File: src/hw/rtl/slh_pkg.sv
package slh_pkg;

  localparam int unsigned GUARD_BITS = 24;
  localparam int unsigned FIELD_W    = 32;
  localparam int unsigned IN_DATA_W  = 128;
  localparam int unsigned OUT_DATA_W = 64;
  localparam int unsigned LEN_W      = 34;
  localparam int unsigned HEAD_W     = 25;
  localparam int unsigned Z_W        = 42;

  localparam logic [31:0]       INV_GAIN         = 32'd2608131496;
  localparam logic [63:0]       DEG_FROM_RAD_Q26 = 64'd3845054675;
  localparam logic [63:0]       LEN_MAX          = (64'd1 << LEN_W) - 64'd1;
  localparam logic [Z_W-1:0]    Z_HALF_TURN      = Z_W'(180) << 32;
  localparam logic [Z_W-1:0]    Z_FULL_TURN      = Z_W'(360) << 32;
  localparam logic [HEAD_W:0]   HEAD_FULL_TURN   = (HEAD_W + 1)'(360) << 16;

  typedef struct packed {
    logic           zero;
    logic [Z_W-1:0] z;
  } slh_tag_t;

  function automatic logic [63:0] udiv64(input logic [63:0] num, input logic [63:0] den);
    logic [63:0] q;
    logic [64:0] rem;
    q   = '0;
    rem = '0;
    for (int b = 63; b >= 0; b--) begin
      rem = {rem[63:0], num[b]};
      if (rem >= {1'b0, den}) begin
        rem  = rem - {1'b0, den};
        q[b] = 1'b1;
      end
    end
    return q;
  endfunction

  // arctangent of 2^-step in degrees Q.32
  function automatic logic [63:0] atan_deg_q32(input int unsigned step);
    logic [63:0] sum;
    logic [63:0] term;
    logic [63:0] odd;
    logic [63:0] rad32;
    int unsigned e;
    if (step == 0) begin
      return 64'd45 << 32;
    end
    sum = '0;
    for (int unsigned k = 0; k < 32; k++) begin
      odd = 64'(2 * k + 1);
      e   = step * (2 * k + 1);
      if (e <= 62) begin
        term = udiv64(64'd1 << (62 - e), odd);
        if (k[0]) begin
          sum = sum - term;
        end else begin
          sum = sum + term;
        end
      end
    end
    rad32 = (sum + (64'd1 << 29)) >> 30;
    return (rad32 * DEG_FROM_RAD_Q26 + (64'd1 << 25)) >> 26;
  endfunction

endpackage

File: src/hw/rtl/slh_cell.sv
module slh_cell #(
  parameter int unsigned STEP = 0,
  parameter int unsigned XW   = 59
) (
  input  logic                  clk,
  input  logic                  rst_n,
  input  logic                  up_valid,
  output logic                  up_ready,
  input  logic signed [XW-1:0]  up_x,
  input  logic signed [XW-1:0]  up_y,
  input  slh_pkg::slh_tag_t     up_tag,
  output logic                  dn_valid,
  input  logic                  dn_ready,
  output logic signed [XW-1:0]  dn_x,
  output logic signed [XW-1:0]  dn_y,
  output slh_pkg::slh_tag_t     dn_tag
);

  localparam logic [63:0]             ANGLE   = slh_pkg::atan_deg_q32(STEP);
  localparam logic [slh_pkg::Z_W-1:0] ANGLE_Z = ANGLE[slh_pkg::Z_W-1:0];

  logic                  valid_r;
  logic signed [XW-1:0]  xs, ys;
  logic signed [XW-1:0]  x_r, y_r, x_nxt, y_nxt;
  slh_pkg::slh_tag_t     tag_r, tag_nxt;

  always_comb begin
    xs           = up_x >>> STEP;
    ys           = up_y >>> STEP;
    tag_nxt.zero = up_tag.zero;
    if (!up_y[XW-1]) begin
      x_nxt     = up_x + ys;
      y_nxt     = up_y - xs;
      tag_nxt.z = up_tag.z + ANGLE_Z;
    end else begin
      x_nxt     = up_x - ys;
      y_nxt     = up_y + xs;
      tag_nxt.z = up_tag.z - ANGLE_Z;
    end
  end

  assign up_ready = !valid_r || dn_ready;

  always_ff @(posedge clk) begin
    if (!rst_n) begin
      valid_r <= 1'b0;
    end else if (up_ready) begin
      valid_r <= up_valid;
    end
  end

  always_ff @(posedge clk) begin
    if (up_ready && up_valid) begin
      x_r   <= x_nxt;
      y_r   <= y_nxt;
      tag_r <= tag_nxt;
    end
  end

  assign dn_valid = valid_r;
  assign dn_x     = x_r;
  assign dn_y     = y_r;
  assign dn_tag   = tag_r;

endmodule

File: config.mk
export PLATFORM = sky130hd
export DESIGN_NAME = slh_cell
export DESIGN_NICKNAME = d
export VERILOG_FILES = /design/src/hw/rtl/slh_pkg.sv /design/src/hw/rtl/slh_cell.sv
export SDC_FILE = /design/constraint.sdc
export NUM_CORES = 1
export LEC_CHECK = 0
export ABC_CLOCK_PERIOD_IN_PS = 6500
export BUFFER_PORTS_ARGS = -buffer_cell sky130_fd_sc_hd__buf_2
export CAP_MARGIN = 20
export CORE_AREA = 10 10 180 182
export CTS_BUF_LIST = sky130_fd_sc_hd__clkbuf_8
export CTS_CLUSTER_SIZE = 30
export DETAILED_ROUTE_END_ITERATION = 10
export DIE_AREA = 0 0 190 192
export MAX_ROUTING_LAYER = met4
export PLACE_DENSITY_LB_ADDON = 0.15
export SLEW_MARGIN = 15
export SYNTH_ARGS = -nofsm -noshare
export SYNTH_HDL_FRONTEND = slang
export SYNTH_SLANG_ARGS = --single-unit
export TNS_END_PERCENT = 5
File: constraint.sdc
create_clock -name clk -period 6.5 [get_ports clk]
set_input_delay 0.65 -clock clk [delete_from_list [all_inputs] [get_ports clk]]
set_output_delay 0.65 -clock clk [all_outputs]
set_load 0.01 [all_outputs]
==> flow_summary.toml <==
[run_status]
status = "finished clean"

[critical_path]
end_kind = "register"
crit_chain = "buf_2 > ha_1 > fa_1 > nor2b_1 > o211ai_2 > a32oi_2 > a211oi_2 > a2bb2oi_2 > a21oi_1 > o21bai_1 > a211oi_1 > o21ai_1 > xnor2_1"
crit_family = "compound AO/OA/AOI/OAI gates"
cp_slowest_stage_delay_ps = 630
timing.rr.start = "dn_valid"
crit_fanout = 6
crit_required_ps = 6740
startpoint = "up_x[0]"
critPathLaunchType = "primary input"
path_class = "primary input to register"
crit_buf_inv = 1
worstPathArrival_ps = 4260
cpMaxStageDelayCell = "a211oi_1"

[power]
seqPwrFrac = 0.367
p_sw_w = 0.00158
combPwrFrac = 0.426
power.internal_w = 0.00216
ir_drop_uv = 113
swShare = 0.422
power_w = 0.00374
power.leakage_nw = 8.18
power_frac_clock = 0.207
p_per_area_nw_per_um2 = 200

[grt]
antenna_found_initial = 2
grt.overflow.total = 0
track_usage = 0.344
grt_max_degree = 93
grt_pass1_wl_um = 96200
grt_pass1_vias = 16400

[timing]
report.final.slew_viol_count = 0
skew_ps = 12.0
setup_viol_count_final = 0
hold_violations = 0
rsz0062_at_grt = "false"
fin_crit_ps = 4020
tightest_slew_ps = 1180
max_freq_mhz = 249
max_slew_margin = 0.214
post-route-period-util = 0.618
fin_ws_ps = 2480
setup_tns_ps = 0

[placed_design]
hpwl_um = 50900
dp_slack_ps = 2090
gp_congestion = 1.06
dp.cells = 2603
port_buffers = 327

[floorplan]
initial_core_util = 0.577
io_pins = 328
die_h_um = 192
core_um2 = 28600
die_w_um = 190
die_area_um2 = 36500
placementRows = 62

[finish]
final.fill_count = 2455
regArea_um2 = 4820
stdcell_count = 2638
final_core_util = 0.652
areaGrowthSynthToFinish_pct = 13.0
drive_gt1_frac = 0.187
nNetsFinal = 2589
multiInputGateArea_um2 = 10600

[synthesis]
synth_edf_count = 160
synth.avg_cell_area_um2 = 8.35
synthFlopType = "edfxtp_1"
syn_inst = 1976
ys_types = 101
synth_nets = 2327
async_reset_ff_frac = 0
yosys_warnings = 0
syn_area_um2 = 16500
seq_area_frac_synth = 0.292
synth_seq_cells = 161

[clock_network]
clock_path_buffers = 2
numCtsBuffers = 17
h-tree-depth = 4
root_buffer = "clkbuf_8"
cts.clk_slew.worst_paths_ps = 110
cts_hold_buf = 0
clock_sinks = 161
clock_latency_ps = 500
post_cts_resized = 0
postCtsSetupBuffers = 0
cts_tree = "done"

[detailed_routing]
drt-pass1-iter-count = 9
routed_via_density = 6.43
drtIter0Drc = 2214
ant_nets = 0
wl_um = 63900
vias = 17000
wire_per_inst_um = 24.2
remaining_drc_errors = 0

[worst_hold_path]
hold_path_class = "primary input to register"
holdCritStartpoint = "up_tag[42]"

[run]
max_cap_viol_count = 0
## flip-flops by register name (all words and copies together) (netlist names)
name	cells
dn_y	58
dn_x	59
dn_valid	1
dn_tag	43
## placed cells by master, fill, tap and decap left out, types with 45 or more instances in the layout
cell	Yosys	final
a21oi_1	256	256
a21o_1	45	45
o21ai_0	150	150
ha_1	182	182
nor2_1	182	182
edfxtp_1	160	160
nand2_1	120	120
buf_2	16	326
inv_1	177	176
xnor2_1	106	106
## cells in the mapped netlist (9+ instances only)
cell | count | share of area
xnor2_1 | 106 | 0.056
a211oi_1 | 14 | 0.0064
nand3_1 | 26 | 0.0079
mux2i_1 | 16 | 0.0097
nor4_1 | 22 | 0.0083
o31ai_1 | 16 | 0.0073
xor2_1 | 14 | 0.0074
clkbuf_1 | 48 | 0.011
nor2_1 | 182 | 0.041
nand2_1 | 120 | 0.027
and3_1 | 13 | 0.0049
o21bai_1 | 41 | 0.019
nor3_1 | 35 | 0.011
edfxtp_1 | 160 | 0.29
buf_1 | 15 | 0.0034
o21ai_0 | 150 | 0.045
and2_1 | 9 | 0.0034
buf_2 | 16 | 0.0049
o211ai_1 | 17 | 0.0077
nand4_1 | 30 | 0.011
ha_1 | 182 | 0.14
a21o_1 | 45 | 0.020
nor2b_1 | 27 | 0.010
a21oi_1 | 256 | 0.078
a31oi_1 | 11 | 0.0042
nand2b_1 | 24 | 0.0091
o21a_1 | 18 | 0.0082
inv_1 | 177 | 0.040
o21ai_1 | 13 | 0.0039
## worst paths after layout
check | depth (start not counted) | slack (ps) | end
setup / recovery | 13 | 2480 | dn_y[36]
hold / removal | 1 | 320 | dn_tag[42]
setup reg to reg | 3 | 4340 | dn_x[20]
hold reg to reg | 2 | 560 | dn_valid
## stage by stage
step | instance area [um2] | hold WS (ps)
final | 18700 | 318
after global routing | 18700 | 313
after CTS | 18600 | 317
after detailed placement | 18300 | 541
after global placement | 18300 | 513
after floorplan | 16500 | 610
## power by group through the flow
stage | Sequential [W] | Clock, W | Combinational (W)
floorplan | 0.00146 | 0 | 0.000930
global placement | 0.00139 | 0 | 0.00152
detailed placement | 0.00139 | 0 | 0.00154
CTS | 0.00137 | 0.000772 | 0.00155
global route | 0.00138 | 0.000811 | 0.00171
finish | 0.00137 | 0.000774 | 0.00159
## per-layer routing
| layer | GRT usage | routed length (um) | vias to the layer above |
|---|---|---|---|
| li1 | - | - | 7643 |
| met1 | 0.432 | 25300 | 7906 |
| met2 | 0.543 | 29300 | 1214 |
| met3 | 0.0631 | 6780 | 191 |
| met4 | 0.129 | 2560 | 0 |
| met5 | - | 0 | - |
## cell families after synthesis
| logic type | synth area share |
|---|---|
| compound gates | 0.270 |
| xor+xnor | 0.0637 |
| fa+ha+maj | 0.143 |
| buf+inv | 0.0679 |
| flops | 0.292 |
| mux | 0.0118 |
| simple gates | 0.152 |
## layout make-up
class | instances | area share
clock inverters | 15 | 0.00765
inverters | 187 | 0.0379
flip-flops and latches | 161 | 0.259
repair buffers | 333 | 0.0909
diodes | 3 | 0.000402
clock buffers | 17 | 0.0125
well taps | 384 | 0.0258
multi-input cells | 1538 | 0.566
No activity file was read; power rests on OpenSTA's default activity.
