[src/hw/rtl/slh_pkg.sv]
package slh_pkg;

  localparam int unsigned GUARD_BITS = 24;
  localparam int unsigned FIELD_W    = 32;
  localparam int unsigned IN_DATA_W  = 128;
  localparam int unsigned OUT_DATA_W = 64;
  localparam int unsigned LEN_W      = 34;
  localparam int unsigned HEAD_W     = 25;
  localparam int unsigned Z_W        = 42;

  localparam logic [31:0]       INV_GAIN         = 32'd2608131496;
  localparam logic [63:0]       DEG_FROM_RAD_Q26 = 64'd3845054675;
  localparam logic [63:0]       LEN_MAX          = (64'd1 << LEN_W) - 64'd1;
  localparam logic [Z_W-1:0]    Z_HALF_TURN      = Z_W'(180) << 32;
  localparam logic [Z_W-1:0]    Z_FULL_TURN      = Z_W'(360) << 32;
  localparam logic [HEAD_W:0]   HEAD_FULL_TURN   = (HEAD_W + 1)'(360) << 16;

  typedef struct packed {
    logic           zero;
    logic [Z_W-1:0] z;
  } slh_tag_t;

  function automatic logic [63:0] udiv64(input logic [63:0] num, input logic [63:0] den);
    logic [63:0] q;
    logic [64:0] rem;
    q   = '0;
    rem = '0;
    for (int b = 63; b >= 0; b--) begin
      rem = {rem[63:0], num[b]};
      if (rem >= {1'b0, den}) begin
        rem  = rem - {1'b0, den};
        q[b] = 1'b1;
      end
    end
    return q;
  endfunction

  // arctangent of 2^-step in degrees Q.32
  function automatic logic [63:0] atan_deg_q32(input int unsigned step);
    logic [63:0] sum;
    logic [63:0] term;
    logic [63:0] odd;
    logic [63:0] rad32;
    int unsigned e;
    if (step == 0) begin
      return 64'd45 << 32;
    end
    sum = '0;
    for (int unsigned k = 0; k < 32; k++) begin
      odd = 64'(2 * k + 1);
      e   = step * (2 * k + 1);
      if (e <= 62) begin
        term = udiv64(64'd1 << (62 - e), odd);
        if (k[0]) begin
          sum = sum - term;
        end else begin
          sum = sum + term;
        end
      end
    end
    rad32 = (sum + (64'd1 << 29)) >> 30;
    return (rad32 * DEG_FROM_RAD_Q26 + (64'd1 << 25)) >> 26;
  endfunction

endpackage

[src/hw/rtl/slh_post.sv]
module slh_post #(
  parameter int unsigned XW = 59
) (
  input  logic                           clk,
  input  logic                           rst_n,
  input  logic                           up_valid,
  output logic                           up_ready,
  input  logic signed [XW-1:0]           up_x,
  input  slh_pkg::slh_tag_t              up_tag,
  output logic                           out_tvalid,
  input  logic                           out_tready,
  output logic [slh_pkg::OUT_DATA_W-1:0] out_tdata,
  output logic                           out_tuser
);

  localparam int unsigned HI_W = XW - 33;
  localparam int unsigned ZW   = slh_pkg::Z_W;
  localparam int unsigned LW   = slh_pkg::LEN_W;
  localparam int unsigned HW   = slh_pkg::HEAD_W;

  logic [XW-2:0]         xm;
  logic [HI_W+31:0]      hi_r, hi_nxt;
  logic [63:0]           lo_r, lo_nxt;
  logic [ZW-1:0]         zp, zm, zsel;
  logic [ZW-2:0]         zw_r;
  logic                  zero_r;
  logic                  mid_valid_r;
  logic                  mid_ready;

  logic [63:0]           sum, rsh;
  logic [LW-1:0]         len;
  logic [HW:0]           hr;
  logic [HW-1:0]         head;
  logic                  out_valid_r;
  logic [LW-1:0]         len_r;
  logic [HW-1:0]         head_r;
  logic                  zflag_r;

  always_comb begin
    xm     = up_x[XW-1] ? '0 : up_x[XW-2:0];
    hi_nxt = (HI_W + 32)'(xm[XW-2:32]) * (HI_W + 32)'(slh_pkg::INV_GAIN);
    lo_nxt = 64'(xm[31:0]) * 64'(slh_pkg::INV_GAIN);
    zp     = up_tag.z + slh_pkg::Z_FULL_TURN;
    zm     = up_tag.z - slh_pkg::Z_FULL_TURN;
    if (up_tag.z[ZW-1]) begin
      zsel = zp;
    end else if (up_tag.z >= slh_pkg::Z_FULL_TURN) begin
      zsel = zm;
    end else begin
      zsel = up_tag.z;
    end
  end

  assign mid_ready = !out_valid_r || out_tready;
  assign up_ready  = !mid_valid_r || mid_ready;

  always_ff @(posedge clk) begin
    if (!rst_n) begin
      mid_valid_r <= 1'b0;
    end else if (up_ready) begin
      mid_valid_r <= up_valid;
    end
  end

  always_ff @(posedge clk) begin
    if (up_ready && up_valid) begin
      hi_r   <= hi_nxt;
      lo_r   <= lo_nxt;
      zw_r   <= zsel[ZW-2:0];
      zero_r <= up_tag.zero;
    end
  end

  always_comb begin
    sum  = 64'(hi_r) + 64'(lo_r[63:32]) + (64'd1 << 23);
    rsh  = sum >> 24;
    len  = (rsh > slh_pkg::LEN_MAX) ? slh_pkg::LEN_MAX[LW-1:0] : rsh[LW-1:0];
    hr   = (HW + 1)'((ZW'(zw_r) + ZW'(32768)) >> 16);
    head = (hr >= slh_pkg::HEAD_FULL_TURN) ? HW'(hr - slh_pkg::HEAD_FULL_TURN) : hr[HW-1:0];
  end

  always_ff @(posedge clk) begin
    if (!rst_n) begin
      out_valid_r <= 1'b0;
    end else if (mid_ready) begin
      out_valid_r <= mid_valid_r;
    end
  end

  always_ff @(posedge clk) begin
    if (mid_ready && mid_valid_r) begin
      len_r   <= zero_r ? '0 : len;
      head_r  <= zero_r ? '0 : head;
      zflag_r <= zero_r;
    end
  end

  assign out_tvalid = out_valid_r;
  assign out_tdata  = {{(slh_pkg::OUT_DATA_W - LW - HW){1'b0}}, head_r, len_r};
  assign out_tuser  = zflag_r;

endmodule

[config.mk]
export PLATFORM = sky130hd
export DESIGN_NAME = slh_post
export DESIGN_NICKNAME = d
export VERILOG_FILES = /design/src/hw/rtl/slh_pkg.sv /design/src/hw/rtl/slh_post.sv
export SDC_FILE = /design/constraint.sdc
export NUM_CORES = 2
export LEC_CHECK = 0
export BUFFER_PORTS_ARGS = -buffer_cell sky130_fd_sc_hd__buf_2
export CAP_MARGIN = 20
export CORE_MARGIN = 3
export CORE_UTILIZATION = 60
export CTS_BUF_LIST = sky130_fd_sc_hd__clkbuf_4 sky130_fd_sc_hd__clkbuf_8 sky130_fd_sc_hd__clkbuf_16
export CTS_CLUSTER_SIZE = 10
export DETAILED_ROUTE_END_ITERATION = 7
export PLACE_DENSITY = 0.78
export SLEW_MARGIN = 10
export SYNTH_ARGS = -nofsm -noshare
export SYNTH_HDL_FRONTEND = slang
export SYNTH_SLANG_ARGS = --single-unit
export TNS_END_PERCENT = 5
[constraint.sdc]
create_clock -name clk -period 29.9 [get_ports clk]
set_input_delay 5.98 -clock clk [delete_from_list [all_inputs] [get_ports clk]]
set_output_delay 5.98 -clock clk [all_outputs]
set_load 0.1 [all_outputs]
==> reports/results.ini <==
[outcome]
status=finished, final reports clean

[die]
die_w_um=264
die_h_um=264
num_io_pins=173
num_rows=94
die_area_um2=69800
core_region_area_um2=65900
start_util=0.607

[timing]
hold_ws_ps=548
finalClockSkew_ps=14.5
slew-limit-headroom=0.271
fin_crit_sh=0.515
drv_slew=0
finalSetupTns_ps=0
rsz0062_at_grt=false
setup_viol=0
tightestPinTransition_ps=1080
fin_crit_ps=15390
fmax_mhz=65.0
finalHoldViolCount=0

[drt]
drtAntennaViolNets=0
routedWlPerCell_um=19.4
firstDrtPassIters=6
drtIter0Drc=2052
drt-total-wl_um=94800
vias=27000
route.detailed.drc=0
via_per_inst=5.54

[synth]
ys_ff_latch=173
syn_area_um2=40000
postSynth.asyncResetShare=0
synth_ff_type=edfxtp_1
synth-seq-area-share=0.129
synth_cells=3865
yosys_warnings=0
synth.distinct_cells=78
synth_edf_count=171
avgSynthCellArea_um2=10.3

[global_route]
overflow=0
antenna_found_initial=0
grt_max_degree=73
globalRouteTotalUtil=0.283
grt_pass1_wl_um=153000
grt_pass1_vias=29000

[setup_path]
slowest_stage=nor2b_1
critical_path.max_stage_delay_ps=900
end_kind=flop
critPathKind=in2reg
startpoint_type=primary input
cp_num_buf_inv=8
crit_family=adder cells
required_ps=30080
cp_max_fo=72
worstPathArrival_ps=15570
critPathMostFrequentCell=fa_1

[clock_tree]
clockBufferDepth=2
cts_buffers=17
clkLatencyLatePin_ps=440
ctsHoldBuffers=0
clkTransAtPathRegs_ps=80
cts_num_sinks=173
htreeDepth=4
post-cts-setup-buffer-count=0
root_buffer=clkbuf_16
cts_tree=done
cts_resized=0

[final_layout]
final_common_cell=inv_1
syn2layout_area_growth_pct=5.85
layout-drive-gt1-share=0.0561
final_cell_mix=inv_1 (1,178), fa_1 (780), ha_1 (653)
nNetsFinal=5536
utilization=0.643

[placed_design]
dpl.hpwl_um=84000
globalplace.congestion=0.989
port_buffers=152

[run]
cap_viol_max_count=0

[min_path]
hold_class=reg2reg

## routing by layer
layer | track usage | share of wire
met1 | 0.386 | 0.42
met5 | 0 | 0
met2 | 0.451 | 0.47
met4 | 0.111 | 0.046
met3 | 0.0543 | 0.072
## through the flow
step | setup WS (ps) | cell area, µm² | instances
after floorplan | 16050 | 40000 | 3869
after global placement | 14150 | 41700 | 4841
after detailed placement | 14160 | 41700 | 4841
after CTS | 14590 | 42300 | 4873
after global routing | 14010 | 42300 | 4874
final | 14510 | 42300 | 4875
## path summary, 6_finish.rpt
| path | startpoint | endpoint | slack (ps) | depth (start not counted) |
|---|---|---|---|---|
| max | up_x[58] | lo_r[59]$_DFFE_PP_ | 14510 | 28 |
| min | mid_valid_r$_SDFFE_PN0N_ | out_tvalid$_SDFFE_PN0P_ | 550 | 1 |
| max reg2reg | hi_r[9]$_DFFE_PP_ | len_r[0]$_SDFFCE_PP0P_ | 25920 | 12 |
| min reg2reg | mid_valid_r$_SDFFE_PN0N_ | out_tvalid$_SDFFE_PN0P_ | 550 | 1 |
## worst reg2reg max path: cells and delay by family, from the launching register on
family                     cells  cell delay, ps
buffers and inverters          1             210
DFF                            1             400
AOI/OAI and AO/OA              6            1380
adders and majority gates      2             650
and+or+nand+nor                3            1030
## cells in the mapped netlist, types with 6 or more instances
cell	count	area, µm²
a21o_1	81	608
or3_1	10	62.6
nor2_1	94	353
buf_2	6	30.0
and4_1	6	52.6
o211ai_1	9	67.6
o21a_1	11	82.6
nor2b_1	36	225
a21oi_1	152	761
edfxtp_1	171	5130
fa_1	780	15600
nand2_1	86	323
and3_1	10	62.6
nand4_1	22	138
or2_2	6	37.5
nor4_1	6	37.5
clkbuf_1	41	154
o31ai_1	6	45.0
a211oi_1	15	113
nor3_1	40	200
a221oi_1	6	52.6
xnor2_1	87	762
nand2b_1	56	350
inv_1	1178	4420
xor2_1	46	403
ha_1	653	8170
and2_1	14	87.6
nand3_1	45	225
a31oi_1	24	150
o21ai_0	69	345
o21bai_1	16	120
## state kept, by name, indices dropped and copies added (netlist names)
| name | count |
|---|---|
| hi_r | 55 |
| len_r | 34 |
| lo_r | 29 |
| zw_r | 26 |
| head_r | 25 |
| mid_valid_r | 1 |
| out_tuser | 1 |
| out_tvalid | 1 |
| zero_r | 1 |
## kinds of logic (layout without fill, tap and decap cells)
| logic type | count (synthesis) | in the layout | synth area share |
|---|---|---|---|
| muxes | 2 | 2 | 0.000501 |
| adders and majority gates | 1433 | 1433 | 0.595 |
| buffers and inverters | 1232 | 1373 | 0.116 |
| xor gates and xnor gates | 133 | 133 | 0.0291 |
| and+or+nand+nor | 453 | 453 | 0.0600 |
| other | 1 | 6 | 0.0000938 |
| DFF | 173 | 173 | 0.129 |
| AOI/OAI and AO/OA | 438 | 438 | 0.0700 |
## cell type report
| cell class | count | area (µm²) |
|---|---|---|
| antenna | 1 | 2.50 |
| clock buffer | 18 | 433 |
| clock inverter | 14 | 179 |
| fill | 5195 | 23500 |
| inverter | 1178 | 4420 |
| multi-input combinational | 2464 | 30200 |
| sequential | 173 | 5170 |
| tap | 864 | 1080 |
| timing repair buffer | 163 | 848 |
Power is not shown: default switching activity piles up to over one toggle a cycle in this logic, so the estimate is an artifact.
