==> config.mk <==
export PLATFORM = sky130hd
export DESIGN_NAME = slh_prep
export DESIGN_NICKNAME = d
export VERILOG_FILES = /design/src/hw/rtl/slh_pkg.sv /design/src/hw/rtl/slh_prep.sv
export SDC_FILE = /design/constraint.sdc
export NUM_CORES = 1
export LEC_CHECK = 0
export BUFFER_PORTS_ARGS = -buffer_cell sky130_fd_sc_hd__buf_2
export CAP_MARGIN = 40
export CORE_MARGIN = 8
export CORE_UTILIZATION = 50
export CTS_CLUSTER_DIAMETER = 150
export DETAILED_ROUTE_END_ITERATION = 16
export GPL_ROUTABILITY_DRIVEN = 0
export HOLD_SLACK_MARGIN = 0.02
export PLACE_DENSITY = 0.76
export SYNTH_ARGS = -nofsm -noshare
export SYNTH_HDL_FRONTEND = slang
export SYNTH_SLANG_ARGS = --single-unit
export TNS_END_PERCENT = 30
==> constraint.sdc <==
create_clock -name clk -period 3.6 [get_ports clk]
set_input_delay 0.36 -clock clk [delete_from_list [all_inputs] [get_ports clk]]
set_output_delay 0.36 -clock clk [all_outputs]
set_load 0.02 [all_outputs]
==> src/hw/rtl/slh_pkg.sv <==
package slh_pkg;

  localparam int unsigned GUARD_BITS = 24;
  localparam int unsigned FIELD_W    = 32;
  localparam int unsigned IN_DATA_W  = 128;
  localparam int unsigned OUT_DATA_W = 64;
  localparam int unsigned LEN_W      = 34;
  localparam int unsigned HEAD_W     = 25;
  localparam int unsigned Z_W        = 42;

  localparam logic [31:0]       INV_GAIN         = 32'd2608131496;
  localparam logic [63:0]       DEG_FROM_RAD_Q26 = 64'd3845054675;
  localparam logic [63:0]       LEN_MAX          = (64'd1 << LEN_W) - 64'd1;
  localparam logic [Z_W-1:0]    Z_HALF_TURN      = Z_W'(180) << 32;
  localparam logic [Z_W-1:0]    Z_FULL_TURN      = Z_W'(360) << 32;
  localparam logic [HEAD_W:0]   HEAD_FULL_TURN   = (HEAD_W + 1)'(360) << 16;

  typedef struct packed {
    logic           zero;
    logic [Z_W-1:0] z;
  } slh_tag_t;

  function automatic logic [63:0] udiv64(input logic [63:0] num, input logic [63:0] den);
    logic [63:0] q;
    logic [64:0] rem;
    q   = '0;
    rem = '0;
    for (int b = 63; b >= 0; b--) begin
      rem = {rem[63:0], num[b]};
      if (rem >= {1'b0, den}) begin
        rem  = rem - {1'b0, den};
        q[b] = 1'b1;
      end
    end
    return q;
  endfunction

  // arctangent of 2^-step in degrees Q.32
  function automatic logic [63:0] atan_deg_q32(input int unsigned step);
    logic [63:0] sum;
    logic [63:0] term;
    logic [63:0] odd;
    logic [63:0] rad32;
    int unsigned e;
    if (step == 0) begin
      return 64'd45 << 32;
    end
    sum = '0;
    for (int unsigned k = 0; k < 32; k++) begin
      odd = 64'(2 * k + 1);
      e   = step * (2 * k + 1);
      if (e <= 62) begin
        term = udiv64(64'd1 << (62 - e), odd);
        if (k[0]) begin
          sum = sum - term;
        end else begin
          sum = sum + term;
        end
      end
    end
    rad32 = (sum + (64'd1 << 29)) >> 30;
    return (rad32 * DEG_FROM_RAD_Q26 + (64'd1 << 25)) >> 26;
  endfunction

endpackage

==> src/hw/rtl/slh_prep.sv <==
module slh_prep #(
  parameter int unsigned CU = 32,
  parameter int unsigned XW = 59
) (
  input  logic                           clk,
  input  logic                           rst_n,
  input  logic                           in_tvalid,
  output logic                           in_tready,
  input  logic [slh_pkg::IN_DATA_W-1:0]  in_tdata,
  output logic                           dn_valid,
  input  logic                           dn_ready,
  output logic signed [XW-1:0]           dn_x,
  output logic signed [XW-1:0]           dn_y,
  output slh_pkg::slh_tag_t              dn_tag
);

  localparam int unsigned FW = slh_pkg::FIELD_W;

  logic [CU:0]           sx, sy, ex, ey;
  logic [CU:0]           dxp, dxn, dyp, dyn, xsel, ysel;
  logic                  neg;
  logic                  valid_r;
  logic signed [XW-1:0]  x_r, y_r, x_nxt, y_nxt;
  slh_pkg::slh_tag_t     tag_r, tag_nxt;

  always_comb begin
    sx   = {in_tdata[CU-1], in_tdata[CU-1:0]};
    sy   = {in_tdata[FW+CU-1], in_tdata[FW+CU-1:FW]};
    ex   = {in_tdata[2*FW+CU-1], in_tdata[2*FW+CU-1:2*FW]};
    ey   = {in_tdata[3*FW+CU-1], in_tdata[3*FW+CU-1:3*FW]};
    dxp  = ex - sx;
    dxn  = sx - ex;
    dyp  = ey - sy;
    dyn  = sy - ey;
    neg  = dxp[CU];
    xsel = neg ? dxn : dxp;
    ysel = neg ? dyn : dyp;
    x_nxt = {{2{xsel[CU]}}, xsel, {slh_pkg::GUARD_BITS{1'b0}}};
    y_nxt = {{2{ysel[CU]}}, ysel, {slh_pkg::GUARD_BITS{1'b0}}};
    tag_nxt.zero = (dxp == '0) && (dyp == '0);
    tag_nxt.z    = neg ? slh_pkg::Z_HALF_TURN : '0;
  end

  assign in_tready = !valid_r || dn_ready;

  always_ff @(posedge clk) begin
    if (!rst_n) begin
      valid_r <= 1'b0;
    end else if (in_tready) begin
      valid_r <= in_tvalid;
    end
  end

  always_ff @(posedge clk) begin
    if (in_tready && in_tvalid) begin
      x_r   <= x_nxt;
      y_r   <= y_nxt;
      tag_r <= tag_nxt;
    end
  end

  assign dn_valid = valid_r;
  assign dn_x     = x_r;
  assign dn_y     = y_r;
  assign dn_tag   = tag_r;

endmodule

==> results.py, run 1 <==
metrics = {
    "status": {
        "status": "complete, no violations",
    },
    "global_route": {
        "grt_max_degree": 42,
        "grt_pass1_wl_um": 52900,
        "grt_pass1_vias": 10700,
        "antenna_found_initial": 5,
        "grt_overflow": 0,
        "grt_usage_pct": 24.6,
    },
    "drt": {
        "wl_um": 33700,
        "drc": 0,
        "drtPass1Iterations": 6,
        "wl_per_cell_um": 17.6,
        "vias": 10700,
        "vias_per_cell": 5.60,
        "drt-initial-drc-count": 923,
        "antenna_left": 0,
    },
    "synth": {
        "ys_seq_elements": 69,
        "syn_area_sq_um": 10600,
        "seq_area_frac_synth_pct": 19.4,
        "synthArstFlopShare_pct": 0,
        "yosys.cell_types.count": 78,
        "yosysTopAreaCellShare_pct": 19.2,
        "synth-edff-count": 68,
        "synth_area_leader_cell": "edfxtp_1",
        "postSynthAreaPerCell_sq_um": 7.78,
        "netlist_instances": 1368,
        "yosys_warnings": 0,
        "synth_ff_type": "edfxtp_1",
        "synth.area.top_cells": "edfxtp_1 (19%), ha_1 (15%), buf_4 (6.8%)",
    },
    "floorplan": {
        "dieWidth_um": 162,
        "pin_count": 295,
        "die-area_sq_um": 26200,
        "num_rows": 53,
        "die_h_um": 162,
        "core_area_sq_um": 21000,
        "start_util_pct": 50.8,
    },
    "finish": {
        "area_growth_syn_to_layout_pct": 18.8,
        "design_area_sq_um": 12700,
        "multi_input_area_sq_um": 7320,
        "layout.nets": 1897,
        "seq_area_sq_um": 2060,
        "fillers": 1915,
        "drive_gt1_share_pct": 22.5,
    },
    "critical_path": {
        "crit_fanout": 4,
        "worstSetupStartpoint": "in_tdata[33]",
        "reg2reg_slack_ns": 1.75,
        "cp-end-kind": "flip-flop",
        "worst-r2r-cell-count": 3,
        "r2r_start": "dn_valid$_SDFFE_PN0N_",
        "criticalPathCategory": "primary input to flip-flop",
        "crit_end": "dn_tag[42]$_DFFE_PP_",
        "r2r-end": "dn_x[54]$_DFFE_PP_",
        "cp_cell_sequence": "buf_2 > inv_1 > buf_4 > ha_1 > nor2b_1 > o31a_1 > a31oi_1 > o21bai_1 > a31oi_1 > xor2_1 > nand2_1 > nor4_1 > and4b_1 > nand4_1 > nor4_1",
        "cp.required_ns": 3.78,
        "cp-start-kind": "primary input",
        "critical_path.slowest_cell": "a31oi_1",
        "arrival_ns": 3.64,
        "cp_slowest_stage_delay_ns": 0.47,
    },
    "clocking": {
        "cts_tree": "yes",
        "cts_buffers": 9,
        "clock_latency_ns": 0.36,
        "cts_max_path_buffers": 2,
        "root_buffer": "clkbuf_16",
        "path_clk_slew_ns": 0.07,
        "cts.sinks": 69,
        "cts-hold-fix-buffers": 0,
        "h-tree-depth": 3,
        "post-cts-setup-buffers": 0,
    },
    "timing": {
        "finalCritPeriodShare_pct": 96.1,
        "period_needed_ns": 3.46,
        "hold_violations": 0,
        "max_freq_mhz": 289,
        "fin_setup_tns_ns": 0,
        "tightest_slew_ns": 0.908,
        "setup_violations": 0,
        "skew_ns": 0.00792,
        "rsz0062_at_grt": "no",
        "drv_slew": 0,
        "timing.slew.headroom_pct": 39.5,
    },
    "placed_design": {
        "hpwl_um": 27600,
        "numPortBuffers": 208,
        "placed_area_sq_um": 12300,
    },
    "power": {
        "power.leakage_nw": 6.43,
        "peakVddDrop_v": 0.000173,
        "p_per_area_nw_per_um2": 360,
    },
    "run": {
        "maxCapViolations": 0,
    },
    "worst_hold_path": {
        "min_from": "rst_n",
        "min_path_type": "primary input to flip-flop",
    },
}
-- worst max-delay path, delay by kind of cell --
family	cells	cell delay [ns]
buf+inv	3	0.28
xor+xnor	1	0.25
fa+ha+maj	1	0.29
compound gates	4	1.35
simple gates	6	1.11
-- synthesized netlist by cell type (all sizes together) (14+ instances only) --
library cell	number
nand3	16
o21ai	74
xor2	33
o21bai	18
a21o	55
mux2i	19
xnor2	69
a31oi	17
nand2	96
inv	159
nor3	22
a21oi	130
o21a	15
clkbuf	46
ha	129
nand4	18
a211oi	15
nand2b	14
edfxtp	68
buf	116
nor2	89
-- report_power, final --
part | leakage [nW] | switching [mW] | internal (mW)
clock network | 0.148 | 0.375 | 0.607
logic | 5.62 | 1.47 | 0.963
registers | 0.667 | 0.0472 | 1.09
total | 6.43 | 1.89 | 2.66
-- cell type report --
| cell class | instances | area share, % |
|---|---|---|
| multi-input combinational | 1062 | 57.8 |
| sequential | 69 | 16.3 |
| timing repair buffer | 330 | 15.9 |
| inverter | 160 | 4.75 |
| tap | 275 | 2.72 |
| clock buffer | 12 | 1.87 |
| clock inverter | 4 | 0.574 |
| antenna | 5 | 0.0989 |
-- kinds of logic after synthesis --
group | share of synthesized area [%]
compound gates | 25.1
xor+xnor | 8.39
fa+ha+maj | 15.9
buf+inv | 15.2
flops | 19.4
mux | 1.79
other cells | 0.0352
simple gates | 14.2
-- worst min path at each step --
stage | to | cells after the start
4_1_cts | dn_valid$_SDFFE_PN0N_ | 2
5_1_grt | dn_valid$_SDFFE_PN0N_ | 2
6_report | dn_valid$_SDFFE_PN0N_ | 2
2_1_floorplan | dn_valid$_SDFFE_PN0N_ | 2
3_5_place_dp | dn_valid$_SDFFE_PN0N_ | 2
3_3_place_gp | dn_valid$_SDFFE_PN0N_ | 2
-- flip-flops by register name (all words and copies together), names as in the netlist --
name      flops
dn_y         33
dn_tag        2
dn_valid      1
dn_x         33
-- through the flow --
step,utilization [%],cells,total power [mW],setup WS [ns],hold slack (ns)
after floorplan,-,1453,2.79,0.0775,0.499
after global placement,58.7,1896,3.48,-0.333,0.496
after detailed placement,58.7,1896,3.52,-0.370,0.520
after CTS,60.2,1912,4.51,0.107,0.256
after global routing,60.4,1917,4.79,0.0185,0.259
final,60.4,1917,4.55,0.141,0.260
-- metal layers --
layer	up-vias	wire length, um	track usage [%]	share of wire (%)
li1	5132	-	-	-
met1	4933	14000	31.3	42
met2	594	15200	39.1	45
met3	74	3410	5.59	10
met4	0	1010	10.7	3.0
met5	-	0	0	0
-- cell usage in the layout (no fill, tap or decap), types with 15 or more instances in the layout --
master	Yosys	layout
a211oi_1	15	15
a21oi_1	130	130
nor3_1	22	22
nand4_1	18	18
o21bai_1	18	18
buf_2	12	208
conb_1	1	86
nand3_1	16	16
mux2i_1	19	19
buf_4	96	118
o21ai_1	15	15
ha_1	129	129
inv_1	158	158
nor2_1	88	88
xor2_1	33	33
a31oi_1	16	16
a21o_1	55	55
o21ai_0	57	56
nand2_1	96	96
edfxtp_1	68	68
xnor2_1	69	69
-- what timing repair did --
action,CTS,global route
setup endpoints to repair,1,1
gates resized for setup,1,6
gates cloned,0,0
endpoints found under the hold margin,0,0
pin swaps,0,3
No activity file was read; power rests on OpenSTA's default activity.
==> run 2: changes to the inputs <==
--- a/config.mk
+++ b/config.mk
@@ -13,7 +13,7 @@
 export DETAILED_ROUTE_END_ITERATION = 16
 export GPL_ROUTABILITY_DRIVEN = 0
 export HOLD_SLACK_MARGIN = 0.02
-export PLACE_DENSITY = 0.76
+export PLACE_DENSITY = 0.8
 export SYNTH_ARGS = -nofsm -noshare
 export SYNTH_HDL_FRONTEND = slang
 export SYNTH_SLANG_ARGS = --single-unit
==> run 2 against run 1 <==
  * First-iteration DRC count up 14%
  * Design area shrank 1.0%
  * Fmax is 0.74% higher
  * Combinational power about the same
  * Clock power down 7.3%
  * Cell count down 0.73%
  * Largest cell class unchanged
  * Critical path type unchanged
  * Setup slack better by 0.025 ns
  * Global-route usage rose by 0.25 points
  * Sequential power barely moved
  * Worst hold slack got worse by 0.011 ns
  * Total power fell by 2.0%
  * Clock-buffer cell count is 1 lower
==> results.py, run 2 (synthesis gave the netlist of run 1 again) <==
metrics = {
    "floorplan": {
        "die_h_um": 162,
        "start_util_pct": 50.8,
        "die-area_sq_um": 26200,
        "core_area_sq_um": 21000,
        "dieWidth_um": 162,
        "num_rows": 53,
        "pin_count": 295,
    },
    "finish": {
        "layout.nets": 1882,
        "layout_common_cells": "buf_2 (208), inv_1 (158), a21oi_1 (130)",
        "design_area_sq_um": 12500,
        "finalNonFillerCells": 1903,
        "drive_gt1_share_pct": 21.6,
        "area_growth_syn_to_layout_pct": 17.6,
        "final_common_cell": "buf_2",
        "fillers": 1946,
    },
    "placed_design": {
        "hpwl_um": 28000,
        "placed_area_sq_um": 12200,
        "numPortBuffers": 208,
        "placed_cells": 1881,
    },
    "critical_path": {
        "worstSetupStartpoint": "in_tdata[96]",
        "cp_slowest_stage_delay_ns": 0.46,
        "crit_fanout": 4,
        "cp.required_ns": 3.77,
        "critical_path.slowest_cell": "a2111oi_0",
        "cp-start-kind": "primary input",
        "r2r_start": "dn_valid$_SDFFE_PN0N_",
        "cp_common_cell": "a211o_1",
        "arrival_ns": 3.61,
        "cp-end-kind": "flip-flop",
        "criticalPathCategory": "primary input to flip-flop",
        "cp_cell_sequence": "buf_2 > inv_1 > ha_1 > fa_1 > nand2b_1 > a211o_1 > a2111oi_0 > a211o_1 > a21boi_1 > nand2_1 > a21oi_1 > xnor2_1 > nor4_1 > nand4_1 > nor4_2",
    },
    "clocking": {
        "path_clk_slew_ns": 0.06,
        "cts_max_path_buffers": 2,
        "root_buffer": "clkbuf_16",
        "cts.sinks": 69,
        "h-tree-depth": 3,
        "cts-hold-fix-buffers": 0,
        "cts_buffers": 9,
        "clock_latency_ns": 0.36,
        "cts_tree": "yes",
    },
    "drt": {
        "antenna_left": 0,
        "vias": 10900,
        "vias_per_cell": 5.71,
        "drtPass1Iterations": 6,
        "drc": 0,
        "wl_um": 33800,
        "wl_per_cell_um": 17.8,
        "drt-initial-drc-count": 1050,
    },
    "global_route": {
        "grt_overflow": 0,
        "antenna_found_initial": 9,
        "grt_usage_pct": 24.8,
        "grt_max_degree": 37,
        "grt_pass1_wl_um": 53500,
        "grt_pass1_vias": 10800,
    },
    "run": {
        "maxCapViolations": 0,
    },
    "timing": {
        "timing.slew.headroom_pct": 65.0,
        "period_needed_ns": 3.43,
        "skew_ns": 0.00788,
        "tightest_slew_ns": 0.519,
        "setup_violations": 0,
        "rsz0062_at_grt": "no",
        "drv_slew": 0,
        "hold_violations": 0,
        "finalCritPeriodShare_pct": 95.4,
        "max_freq_mhz": 291,
    },
    "status": {
        "status": "complete, no violations",
    },
    "power": {
        "peakVddDrop_v": 0.000163,
        "p_clk_share_pct": 20.4,
        "switchingPower_mw": 1.89,
        "seq_power_share_pct": 25.6,
        "power.leakage_nw": 6.35,
        "pwr-share-comb_pct": 54.0,
        "p_int_mw": 2.57,
        "p_per_area_nw_per_um2": 356,
        "swShare_pct": 42.4,
    },
    "worst_hold_path": {
        "min_from": "rst_n",
        "min_path_type": "primary input to flip-flop",
    },
}
## run 2: worst paths after layout
kind | end | cells past startpoint | slack [ns]
max | dn_tag[42]$_DFFE_PP_ | 15 | 0.17
min | dn_valid$_SDFFE_PN0N_ | 2 | 0.25
max reg2reg | dn_x[44]$_DFFE_PP_ | 3 | 1.95
min reg2reg | dn_valid$_SDFFE_PN0N_ | 2 | 0.52
## run 2: area by class of cell
class / instances / area (sq um) / share of cell area (%)
Sequential cell: 69 / 2060 / 16.5
Inverter: 160 / 601 / 4.80
Multi-Input combinational cell: 1062 / 7290 / 58.3
Clock buffer: 11 / 233 / 1.86
Timing Repair Buffer: 315 / 1920 / 15.3
Tap cell: 275 / 344 / 2.75
Clock inverter: 5 / 51.3 / 0.410
Antenna cell: 6 / 15.0 / 0.120
## run 2: through the flow
| step | setup WS [ns] | hold slack [ns] | power [mW] | util [%] | setup TNS [ns] |
|---|---|---|---|---|---|
| 2_1_floorplan | 0.0775 | 0.499 | 2.79 | - | 0 |
| 3_3_place_gp | -0.0381 | 0.506 | 3.46 | 58.3 | -0.0948 |
| 3_5_place_dp | -0.214 | 0.516 | 3.50 | 58.3 | -1.51 |
| 5_1_grt | 0.0202 | 0.250 | 4.69 | 59.7 | 0 |
| 6_report | 0.166 | 0.248 | 4.46 | 59.7 | 0 |
| 4_1_cts | 0.158 | 0.241 | 4.42 | 59.6 | 0 |
## run 2: repair_timing
item / in CTS / in global routing
endpoints found under the setup margin: 0 / 1
gates resized for setup: 0 / 2
setup buffers: 0 / 0
## run 2: layer usage
layer	global-route usage [%]	routed length, um
met3	5.59	3380
met4	11.5	1350
met5	0	44
met1	31.6	14000
met2	39.3	15100
## run 2: worst max-delay path: cells and delay by family
family | cells | cell delay [ns]
xor gates and xnor gates | 1 | 0.19
AOI/OAI and AO/OA | 5 | 1.30
buffers and inverters | 2 | 0.13
and+or+nand+nor | 5 | 1.05
adders and majority gates | 2 | 0.58
## run 2: power by group through the flow
stage          Clock, mW  Sequential [mW]  Combinational, mW
5_1_grt            0.941             1.15               2.60
2_1_floorplan          0             1.31               1.48
6_report           0.910             1.14               2.41
4_1_cts            0.912             1.14               2.36
3_5_place_dp           0             1.16               2.35
3_3_place_gp           0             1.15               2.30
